===== src/rtl/rdrle_pkg.sv =====
// ----------------------------------------------------------------------------
// rdrle_pkg
// Shared constants, codes and helpers for the RGB565 delta/RLE decoder.
// ----------------------------------------------------------------------------
package rdrle_pkg;

   localparam int BYTE_W  = 8;
   localparam int COLOR_W = 16;
   localparam int RUN_W   = 16;
   localparam int RSP_W   = COLOR_W + RUN_W;

   typedef logic [BYTE_W-1:0]  byte_type;
   typedef logic [COLOR_W-1:0] color_type;
   typedef logic [RUN_W-1:0]   run_type;
   typedef logic [1:0]         phase_type;

   // Parse phase codes
   localparam phase_type PH_LEAD   = 2'd0;
   localparam phase_type PH_LIT_HI = 2'd1;
   localparam phase_type PH_CNT_HI = 2'd2;
   localparam phase_type PH_CNT_LO = 2'd3;

   // Bit 5 of a lead byte marks a literal
   localparam int LIT_FLAG_BIT = 5;

   localparam color_type MASK_HI  = 16'h1800;
   localparam color_type MASK_MID = 16'h00e3;
   localparam color_type MASK_LO  = 16'h0003;

   localparam run_type RUN_ONE = 16'd1;

   // Scatter delta byte bits into an XOR mask over the RGB565 word
   function automatic color_type delta_mask(input byte_type b);
      color_type wide;
      wide = {{(COLOR_W-BYTE_W){1'b0}}, b};
      return ((wide << 5) & MASK_HI) | ((wide << 3) & MASK_MID) | (wide & MASK_LO);
   endfunction

endpackage


===== src/rtl/rgb565_delta_rle_decoder_top.sv =====
// ----------------------------------------------------------------------------
// rgb565_delta_rle_decoder_top
// Byte-stream decoder for delta/literal/run coded RGB565 images, one run out.
// ----------------------------------------------------------------------------
// Result: a byte that completes a run shows its result on rsp_* in the cycle
//   after the request is accepted, from the output register.
// Throughput: one byte per cycle while the output slot is free; the only loop is the parse state update.
// The output register frees itself in the same cycle it is taken, so a full
//   result does not stall input as long as the sink keeps rsp_tready high.
// Reset (synchronous, active high) clears parse state and drops rsp_tvalid.
module rgb565_delta_rle_decoder_top (
   input  logic                          clock,
   input  logic                          reset,
   // request channel
   input  logic                          req_tvalid,
   output logic                          req_tready,
   input  logic [rdrle_pkg::BYTE_W-1:0]  req_tdata,  // [7:0] data_byte
   input  logic                          req_tuser,  // [0] image_start
   // result channel
   output logic                          rsp_tvalid,
   input  logic                          rsp_tready,
   output logic [rdrle_pkg::RSP_W-1:0]   rsp_tdata   // [15:0] pixel_color, [31:16] run_length
);
   import rdrle_pkg::*;

   // Decoder state
   phase_type phase_ff,     phase_in;
   byte_type  pend_lo_ff,   pend_lo_in;
   byte_type  cnt_hi_ff,    cnt_hi_in;
   color_type last_lit_ff,  last_lit_in;
   color_type last_out_ff,  last_out_in;

   // Output register
   logic      rsp_valid_ff, rsp_valid_in;
   color_type rsp_color_ff, rsp_color_in;
   run_type   rsp_run_ff,   rsp_run_in;

   // Effective state after an image_start clear
   phase_type phase_eff;
   byte_type  pend_lo_eff;
   byte_type  cnt_hi_eff;
   color_type last_lit_eff;
   color_type last_out_eff;

   logic      req_acc;
   logic      emit;
   color_type emit_color;
   run_type   emit_run;
   color_type literal;

   // Output slot is free if empty or being drained this cycle
   assign req_tready = !rsp_valid_ff || rsp_tready;
   assign req_acc    = req_tvalid && req_tready;

   assign phase_eff    = req_tuser ? PH_LEAD : phase_ff;
   assign pend_lo_eff  = req_tuser ? '0 : pend_lo_ff;
   assign cnt_hi_eff   = req_tuser ? '0 : cnt_hi_ff;
   assign last_lit_eff = req_tuser ? '0 : last_lit_ff;
   assign last_out_eff = req_tuser ? '0 : last_out_ff;

   assign literal = {req_tdata, pend_lo_eff};

   // Parse one byte
   always_comb begin
      phase_in    = phase_eff;
      pend_lo_in  = pend_lo_eff;
      cnt_hi_in   = cnt_hi_eff;
      last_lit_in = last_lit_eff;
      last_out_in = last_out_eff;
      emit        = 1'b0;
      emit_color  = last_out_eff;
      emit_run    = RUN_ONE;
      case (phase_eff)
         PH_LEAD: begin
            if (req_tdata[LIT_FLAG_BIT]) begin
               pend_lo_in = req_tdata;
               phase_in   = PH_LIT_HI;
            end else begin
               // delta against the last literal
               last_out_in = last_lit_eff ^ delta_mask(req_tdata);
               emit        = 1'b1;
               emit_color  = last_out_in;
            end
         end
         PH_LIT_HI: begin
            if (literal == last_lit_eff) begin
               // repeated literal is the run marker; a count follows
               phase_in = PH_CNT_HI;
            end else begin
               last_lit_in = literal;
               last_out_in = literal;
               phase_in    = PH_LEAD;
               emit        = 1'b1;
               emit_color  = literal;
            end
         end
         PH_CNT_HI: begin
            cnt_hi_in = req_tdata;
            phase_in  = PH_CNT_LO;
         end
         PH_CNT_LO: begin
            // big-endian count, zero passes through
            phase_in   = PH_LEAD;
            emit       = 1'b1;
            emit_color = last_out_eff;
            emit_run   = {cnt_hi_eff, req_tdata};
         end
         default: begin
            phase_in = PH_LEAD;
         end
      endcase
   end

   always_comb begin
      rsp_color_in = rsp_color_ff;
      rsp_run_in   = rsp_run_ff;
      if (req_acc) begin
         rsp_valid_in = emit;
         if (emit) begin
            rsp_color_in = emit_color;
            rsp_run_in   = emit_run;
         end
      end else if (rsp_tready) begin
         rsp_valid_in = 1'b0;
      end else begin
         rsp_valid_in = rsp_valid_ff;
      end
   end

   always_ff @(posedge clock) begin
      if (reset) begin
         phase_ff     <= PH_LEAD;
         pend_lo_ff   <= '0;
         cnt_hi_ff    <= '0;
         last_lit_ff  <= '0;
         last_out_ff  <= '0;
         rsp_valid_ff <= 1'b0;
      end else begin
         rsp_valid_ff <= rsp_valid_in;
         if (req_acc) begin
            phase_ff    <= phase_in;
            pend_lo_ff  <= pend_lo_in;
            cnt_hi_ff   <= cnt_hi_in;
            last_lit_ff <= last_lit_in;
            last_out_ff <= last_out_in;
         end
      end
   end

   // payload needs no reset
   always_ff @(posedge clock) begin
      rsp_color_ff <= rsp_color_in;
      rsp_run_ff   <= rsp_run_in;
   end

   assign rsp_tvalid = rsp_valid_ff;
   assign rsp_tdata  = {rsp_run_ff, rsp_color_ff};

endmodule


===== config.mk =====
export PLATFORM = sky130hd
export DESIGN_NAME = rgb565_delta_rle_decoder_top
export DESIGN_NICKNAME = d
export VERILOG_FILES = /design/src/rtl/rdrle_pkg.sv /design/src/rtl/rgb565_delta_rle_decoder_top.sv
export SDC_FILE = /design/constraint.sdc
export NUM_CORES = 1
export LEC_CHECK = 0
export ABC_AREA = 1
export BUFFER_PORTS_ARGS = -buffer_cell sky130_fd_sc_hd__buf_2
export CAP_MARGIN = 20
export CORE_MARGIN = 2
export CORE_UTILIZATION = 50
export DETAILED_ROUTE_END_ITERATION = 7
export GPL_ROUTABILITY_DRIVEN = 1
export PLACE_DENSITY_LB_ADDON = 0.25
export SYNTH_ARGS = -nofsm -noshare
export SYNTH_HDL_FRONTEND = slang
export SYNTH_SLANG_ARGS = --single-unit

===== constraint.sdc =====
create_clock -name clock -period 6.5 [get_ports clock]
set_clock_uncertainty 0.2 [all_clocks]
set_input_delay 0.65 -clock clock [delete_from_list [all_inputs] [get_ports clock]]
set_output_delay 0.65 -clock clock [all_outputs]
set_load 0.03 [all_outputs]

* Word level (Yosys, flattened, before mapping)
Index checks and enable logic that the tools add are counted.
** Word-level totals
- Bits in registers :: 83
- Logic and storage cells :: 42
** Operators by class
- Equality and inequality tests :: 4
- Muxes and demuxes :: 21
- Bitwise operators :: 3
- Reductions and logical operators :: 6
** Operators with widths (count)
- 16-bit two-way mux :: 6
- 8-bit two-way mux :: 5
- 16-bit case mux with 2 select lines :: 1
- 16-bit == test :: 1
- 16-bit by 13-bit XOR with 16-bit output :: 1
- 13-bit by 2-bit OR with 13-bit output :: 1
- 13-bit by 8-bit OR with 13-bit output :: 1
- 2-bit case mux with 4 select lines :: 1
- 2-bit two-way mux :: 3
- 2-bit == test, second input constant :: 2
- 1-bit two-way mux :: 4
- 1-bit case mux with 3 select lines :: 1
- 2-bit by 1-bit == test with 1-bit output, second input constant :: 1
- 2-bit zero test :: 1
- 2-bit AND reduction :: 1
- 2-bit nonzero test :: 1
- 1-bit logical AND :: 1
- 1-bit zero test :: 1
- 1-bit logical OR :: 1

* Longest topological paths before layout
Gate-level depths: netlist of run 1.
- Word-level depth :: 5
- Depth in mapped cells :: 16

* Worst setup path before layout of run 1
Ideal clock, no wire load.
- Kind :: in2reg
- From :: in req_tuser
- To :: reg rsp_color_ff[0], enable pin
- Setup time :: 0.387 ns
- Arrival time :: 2.200 ns
- Slack :: 3.713 ns
- Cell stages on the path :: 12
- Buffers on the path :: 1
- Cells stage by stage :: buf_4 -> nor2_1 -> nand2_1 -> nand2_1 -> nor2_1 -> nand2_1 -> nor2_4 -> nand2_4 -> inv_2 -> nand2_1 -> nand4_1 -> inv_1
** Between the ends
- Cells in the longest elaborated chain, start to end :: 5
** Ends and longest elaborated chain
- start: declaration :: RTL line rgb565_delta_rle_decoder_top.sv:18 : input logic req_tuser,
- 8-bit two-way mux or 16-bit two-way mux (tied branches) :: RTL line rgb565_delta_rle_decoder_top.sv:56, rgb565_delta_rle_decoder_top.sv:58
- 16-bit == test :: RTL line rgb565_delta_rle_decoder_top.sv:86 : if (literal == last_lit_eff) begin
- 1-bit two-way mux :: RTL line rgb565_delta_rle_decoder_top.sv:86
- 1-bit case mux with 3 select lines (*) :: RTL line rgb565_delta_rle_decoder_top.sv:73 : case (phase_eff)
- 2-bit AND reduction (no source line) (*)
- end signal: assignment :: RTL line rgb565_delta_rle_decoder_top.sv:152 : rsp_color_ff <= rsp_color_in;
- end: declaration :: RTL line rgb565_delta_rle_decoder_top.sv:35 : color_type rsp_color_ff, rsp_color_in;
Every way passes the cells marked *; elsewhere a longest branch is shown, timed or not.
A chain may end at the register's enable or synchronous reset.

* Worst setup path in the final report of run 1
- From :: in req_tuser
- To :: reg rsp_color_ff[11], enable pin
Same word-level chain as after synthesis.

==> results.cfg, run 1 <==
[outcome]
status = complete, but fails checks
violations = design-rule violations

[synthesis]
synth_top_area_cell = dfxtp_1
post-synth-top-area-fraction = 0.2282
synth_edf_count = 32
ys_ff_latch = 83
netlist_instances = 640
seq_area_frac_synth = 0.4430
yosysMostFrequentCell = nand2_1
synth_nets = 653
synth_ff_type = dfxtp_1
synthArstFlopShare = 0
synthTopCellsByArea = dfxtp_1, edfxtp_1, nand2_1, inv_1, nand3_1
syn_avg_cell_area_um2 = 6.991
synth_warnings = 0
netlist_area_mm2 = 0.004474
synthTopCellsByCount = nand2_1, inv_1, nor2_1
synth.distinct_cells = 26

[die]
io_pins = 47
initial_core_util = 0.5156
rows = 34
core_mm2 = 0.008678
die_h_um = 98.60
dieArea_mm2 = 0.009721
die_w_um = 98.60

[timing]
maxSlewViolCount = 0
fin_crit_ns = 3.710
slew_headroom = 0.3905
fin_tns_setup_ns = 0
fin_crit_sh = 0.5708
rsz0062_at_grt = false
timing.fmax_mhz = 269.5
hold_violations = 0
worst_pin_slew_ns = 0.9129
finalSetupViolCount = 0

[power_and_ir_drop]
combPwrFrac = 0.168
irDropWorstVdd_uv = 116.7
swShare = 0.2855
power.share.sequential = 0.475
totalPowerFinal_w = 0.001243
p_int_w = 0.0008878
p_clk_frac = 0.357
power_density_mw_per_mm2 = 249.6
power_switching_w = 0.0003547
p_leak_nw = 2.327

[place]
gp_congestion = 0.9425
portBuffers = 46
dp_hpwl_mm = 8.063
dp_cells = 765

[cts]
clock_sinks = 83
cts_resized = 0
hold_buffers = 0
insertion_delay_ns = 0.36
path_clk_slew_ns = 0.09
cts_max_level = 3
post-cts-setup-buffer-count = 0
root_buffer = clkbuf_8
clockBufferDepth = 2
cts_tree = done
cts_buffers = 9

[worst_setup_path]
path_max_fanout = 33
cp-end-kind = flop
crit_arrival_ns = 3.62
r2r_cells = 7
crit_required_ns = 6.41
crit_type = in2reg
worst_setup_path_start_kind = input port

[drt]
vias = 4392
wl_per_cell_um = 15.05
wirelength_mm = 11.75
drt_first_pass_iters = 8
routed_via_density = 5.624
drt_iter0_drc = 378
drc = 1
detail-route-antenna-nets = 0

[global_route]
first_global_vias = 4054
grt.total_usage = 0.2464
grt_max_degree = 56
grt_pass1_wl_mm = 19.15
antenna_found_initial = 0
grt_overflow = 0

[final_layout]
drive_above_1_share = 0.1100
area_growth_pct = 11.27
instances_no_fill = 781
nets = 681
n_antenna_cell = 0

[job]
cap_violations = 0

[hold_path]
hold_path.class = reg2reg
whs_path_depth = 2
-- cells in the final DEF (no fill, tap or decap), types with 5 or more instances in the layout --
master and instances:
nand2_1 166, inv_1 98, nor2_1 70, nand3_1 55
dfxtp_1 51, buf_2 46, a21oi_1 34, edfxtp_1 32
o21ai_0 30, o211ai_1 22, nand4_1 13, clkbuf_8 9
xor2_1 7, a31oi_1 6, inv_2 5, o22ai_1 5
-- final cells by class --
class,instances,area [um2]
clock buffer,9,123.9
tap,108,135.1
inverter,103,386.6
sequential,83,1982
clock inverter,7,115.1
multi-input combinational,422,1963
timing repair buffer,49,272.8
fill,839,3700
-- metrics by stage --
| step | setup WS [ns] | instance area, um2 | utilization | hold WS, ns |
|---|---|---|---|---|
| finish | 2.790 | 4979 | 0.5737 | 0.2776 |
| global route | 2.625 | 4979 | 0.5737 | 0.3023 |
| CTS | 2.844 | 4979 | 0.5737 | 0.2789 |
| detailed placement | 2.511 | 4740 | 0.5461 | 0.2668 |
| global placement | 2.442 | 4712 | 0.5430 | 0.2573 |
| floorplan | 3.713 | 4474 | - | 0.2453 |
-- routing by layer --
metal	wire length [um]	global-route usage	vias to the layer above
met5	0	0	-
met3	904	0.05248	39
met2	5508	0.3967	208
met4	406	0.1201	0
met1	4931	0.3161	2031
li1	-	-	2114
-- registers in the layout, indices dropped and copies added (netlist names) --
register      cells
last_out_ff      16
rsp_run_ff       16
last_lit_ff      16
cnt_hi_ff         8
rsp_tvalid        1
phase_ff          2
rsp_color_ff     16
pend_lo_ff        8
-- path summary, 6_finish.rpt --
kind                                    from                         end  slack [ns]
setup / recovery                   req_tuser  rsp_color_ff[11]$_DFFE_PP_        2.79
hold / removal    pend_lo_ff[3]$_SDFFE_PP0P_  pend_lo_ff[3]$_SDFFE_PP0P_        0.28
setup reg to reg     rsp_tvalid$_SDFFE_PP0P_  rsp_color_ff[11]$_DFFE_PP_        3.38
hold reg to reg   pend_lo_ff[3]$_SDFFE_PP0P_  pend_lo_ff[3]$_SDFFE_PP0P_        0.28
-- power groups by stage --
stage / sequential [W] / combinational [W] / clock, W
floorplan: 0.000624 / 0.000124 / 0
global route: 0.000593 / 0.000230 / 0.000476
global placement: 0.000601 / 0.000199 / 0
CTS: 0.000590 / 0.000206 / 0.000448
detailed placement: 0.000602 / 0.000205 / 0
finish: 0.000590 / 0.000209 / 0.000443
-- kinds of logic after synthesis --
family	Yosys count	share of synthesized area
compound gates	103	0.1323
flops	83	0.4430
xor+xnor	7	0.01370
buf+inv	135	0.1183
simple gates	312	0.2928
-- worst max-delay path, stage by stage --
cell and delay [ns]:
buf_2 0.50, inv_2 0.40, nand3_1 0.19, nand2_1 0.07
nor2_1 0.16, nand2_1 0.11, nor2_4 0.31, nand2_4 0.20
inv_2 0.11, nand2_1 0.08, nand4_1 0.11, inv_1 0.38
buf_16 0.31
Power figures use the tool's default switching activity.
==> run 2: changes to the inputs <==
--- a/config.mk
+++ b/config.mk
@@ -5,7 +5,7 @@
 export SDC_FILE = /design/constraint.sdc
 export NUM_CORES = 1
 export LEC_CHECK = 0
-export ABC_AREA = 1
+export ABC_AREA = 0
 export BUFFER_PORTS_ARGS = -buffer_cell sky130_fd_sc_hd__buf_2
 export CAP_MARGIN = 20
 export CORE_MARGIN = 2
==> constraint.sdc (replaced) <==
create_clock -name clock -period 3.6 [get_ports clock]
set_clock_uncertainty 0.2 [all_clocks]
set_input_delay 0.36 -clock clock [delete_from_list [all_inputs] [get_ports clock]]
set_output_delay 0.36 -clock clock [all_outputs]
set_load 0.03 [all_outputs]
==> run 2 against run 1 <==
Via count down 26%; sequential share of layout area up 5.2 points; hold slack worse by 0.20 ns; die area down 13%; first-iteration DRC count down 1.1%; total power up 57%; the flow now finishes without violations; count of clock-buffer cells in the layout up 1; worst setup slack worse by 2.0 ns; sequential power up 73%.
==> results.cfg, run 2 <==
[outcome]
status = complete, no violations

[place]
placed_area_mm2 = 0.004198
dp_hpwl_mm = 6.937
dp_cells = 514
gp_congestion = 0.9532
portBuffers = 46

[power_and_ir_drop]
irDropWorstVdd_uv = 238.3
p_leak_nw = 1.673
power_density_mw_per_mm2 = 444.0

[global_route]
grt_pass1_wl_mm = 16.33
first_global_vias = 3046
grt.total_usage = 0.2483
grt_max_degree = 33
grt_overflow = 0
antenna_found_initial = 0

[cts]
cts_max_level = 3
clockBufferDepth = 2
hold_buffers = 0
cts_buffers = 9
post-cts-setup-buffer-count = 0
insertion_delay_ns = 0.36
root_buffer = clkbuf_8
cts_resized = 0
path_clk_slew_ns = 0.09
cts_tree = done
clock_sinks = 83

[synthesis]
ys_ff_latch = 83
seq_area_frac_synth = 0.5113
synth.distinct_cells = 50
synthTopCellsByCount = dfxtp_1, nor2_1, edfxtp_1
syn_avg_cell_area_um2 = 10.12
synth_top_area_cell = dfxtp_1
netlist_area_mm2 = 0.003876
netlist_instances = 383
synth_nets = 396
synthArstFlopShare = 0
synth_warnings = 0
synth_edf_count = 32
yosysMostFrequentCell = dfxtp_1
post-synth-top-area-fraction = 0.2634
synth_ff_type = dfxtp_1
synthTopCellsByArea = dfxtp_1, edfxtp_1, a22o_1, o2bb2ai_1, xnor2_1

[die]
core_mm2 = 0.007607
dieArea_mm2 = 0.008472
rows = 32
die_h_um = 92.05
die_w_um = 92.05
io_pins = 47
initial_core_util = 0.5095

[drt]
detail-route-antenna-nets = 0
wirelength_mm = 10.15
wl_per_cell_um = 19.15
drc = 0
routed_via_density = 6.153
drt_first_pass_iters = 5
drt_iter0_drc = 374
vias = 3261

[timing]
worst_pin_slew_ns = 0.7837
maxSlewViolCount = 0
fin_hold_ws_ns = 0.07974
rsz0062_at_grt = false
hold_violations = 0
slew_headroom = 0.4720
timing.fmax_mhz = 360.5
fin_crit_ns = 2.774
fin_tns_setup_ns = 0
finalSetupViolCount = 0
fin_crit_sh = 0.7706

[worst_setup_path]
slowest_stage = o21ai_0
cp-end-kind = flop
cp_slowest_stage_delay_ns = 0.64
path_max_fanout = 20
worst_setup_path_start_kind = flop
crit_required_ns = 3.53
crit_type = reg2reg
crit_arrival_ns = 2.71
path_cells = xnor2_1 > nand4_1 > o21ai_0 > nand3_2 > buf_4 > a32oi_1 > a21bo_2

[final_layout]
nets = 436
area_growth_pct = 13.69
fillerInstances = 699
instances_no_fill = 530
n_antenna_cell = 0
final_core_util = 0.5793
mostFrequentLayoutCells = dfxtp_1, buf_2, nor2_1, edfxtp_1, nand2_1
mostFrequentLayoutCell = dfxtp_1
design_area_mm2 = 0.004407
drive_above_1_share = 0.2009

[job]
cap_violations = 0

[hold_path]
hold_path.class = in2reg
==> run 2: final cells by class <==
cell class	instances	area (um2)	share of cell area
Sequential cell	83	1982	0.4497
Multi-Input combinational cell	260	1723	0.3910
Timing Repair Buffer	59	327.8	0.07439
Clock buffer	10	137.6	0.03123
Tap cell	102	127.6	0.02896
Clock inverter	6	71.32	0.01618
Inverter	10	37.54	0.008518
==> run 2: worst paths after layout <==
check                                             startpoint                      endpoint  slack, ns  cells past startpoint
worst max register to register    pend_lo_ff[0]$_SDFFE_PP0P_     rsp_color_ff[1]$_DFFE_PP_       0.83                      7
worst max-delay path              pend_lo_ff[0]$_SDFFE_PP0P_     rsp_color_ff[1]$_DFFE_PP_       0.83                      7
worst min-delay path                              req_tvalid       rsp_tvalid$_SDFFE_PP0P_       0.08                      3
worst min register to register  last_out_ff[13]$_SDFFE_PP0P_  last_out_ff[13]$_SDFFE_PP0P_       0.28                      2
==> run 2: cell families after synthesis <==
logic type,count (synthesis),share of synthesized area
simple gates,116,0.1475
compound gates,127,0.2576
buf+inv,40,0.04422
xor+xnor,15,0.03389
mux,2,0.005487
flops,83,0.5113
==> run 2: report_power, final <==
part           leakage, nW  switching, W  internal (W)  total [W]
Sequential           0.719     0.0000182       0.00100    0.00102
Combinational        0.855      0.000161     0.0000708   0.000232
Clock               0.0999      0.000356      0.000347   0.000703
Total                 1.67      0.000536       0.00142    0.00196
==> run 2: metal layers <==
layer | vias to the layer above | share of wire | GRT usage
li1 | 1529 | - | -
met1 | 1574 | 0.47 | 0.3659
met2 | 137 | 0.44 | 0.3560
met3 | 21 | 0.070 | 0.05916
met4 | 0 | 0.020 | 0.08706
met5 | - | 0 | 0
==> run 2: critical path: cells and delay by family, from the launching register on <==
family                    cells  cell delay (ns)
AOI/OAI and AO/OA             3             1.22
DFF                           1             0.50
buffers and inverters         1             0.23
and+or+nand+nor               2             0.21
xor gates and xnor gates      1             0.17
==> run 2: per-stage QoR <==
step	power (W)	setup WS [ns]
finish	0.001957	0.8260
global route	0.002027	0.7448
CTS	0.001967	0.9172
detailed placement	0.001272	0.7534
global placement	0.001269	0.7696
floorplan	0.001198	0.8443
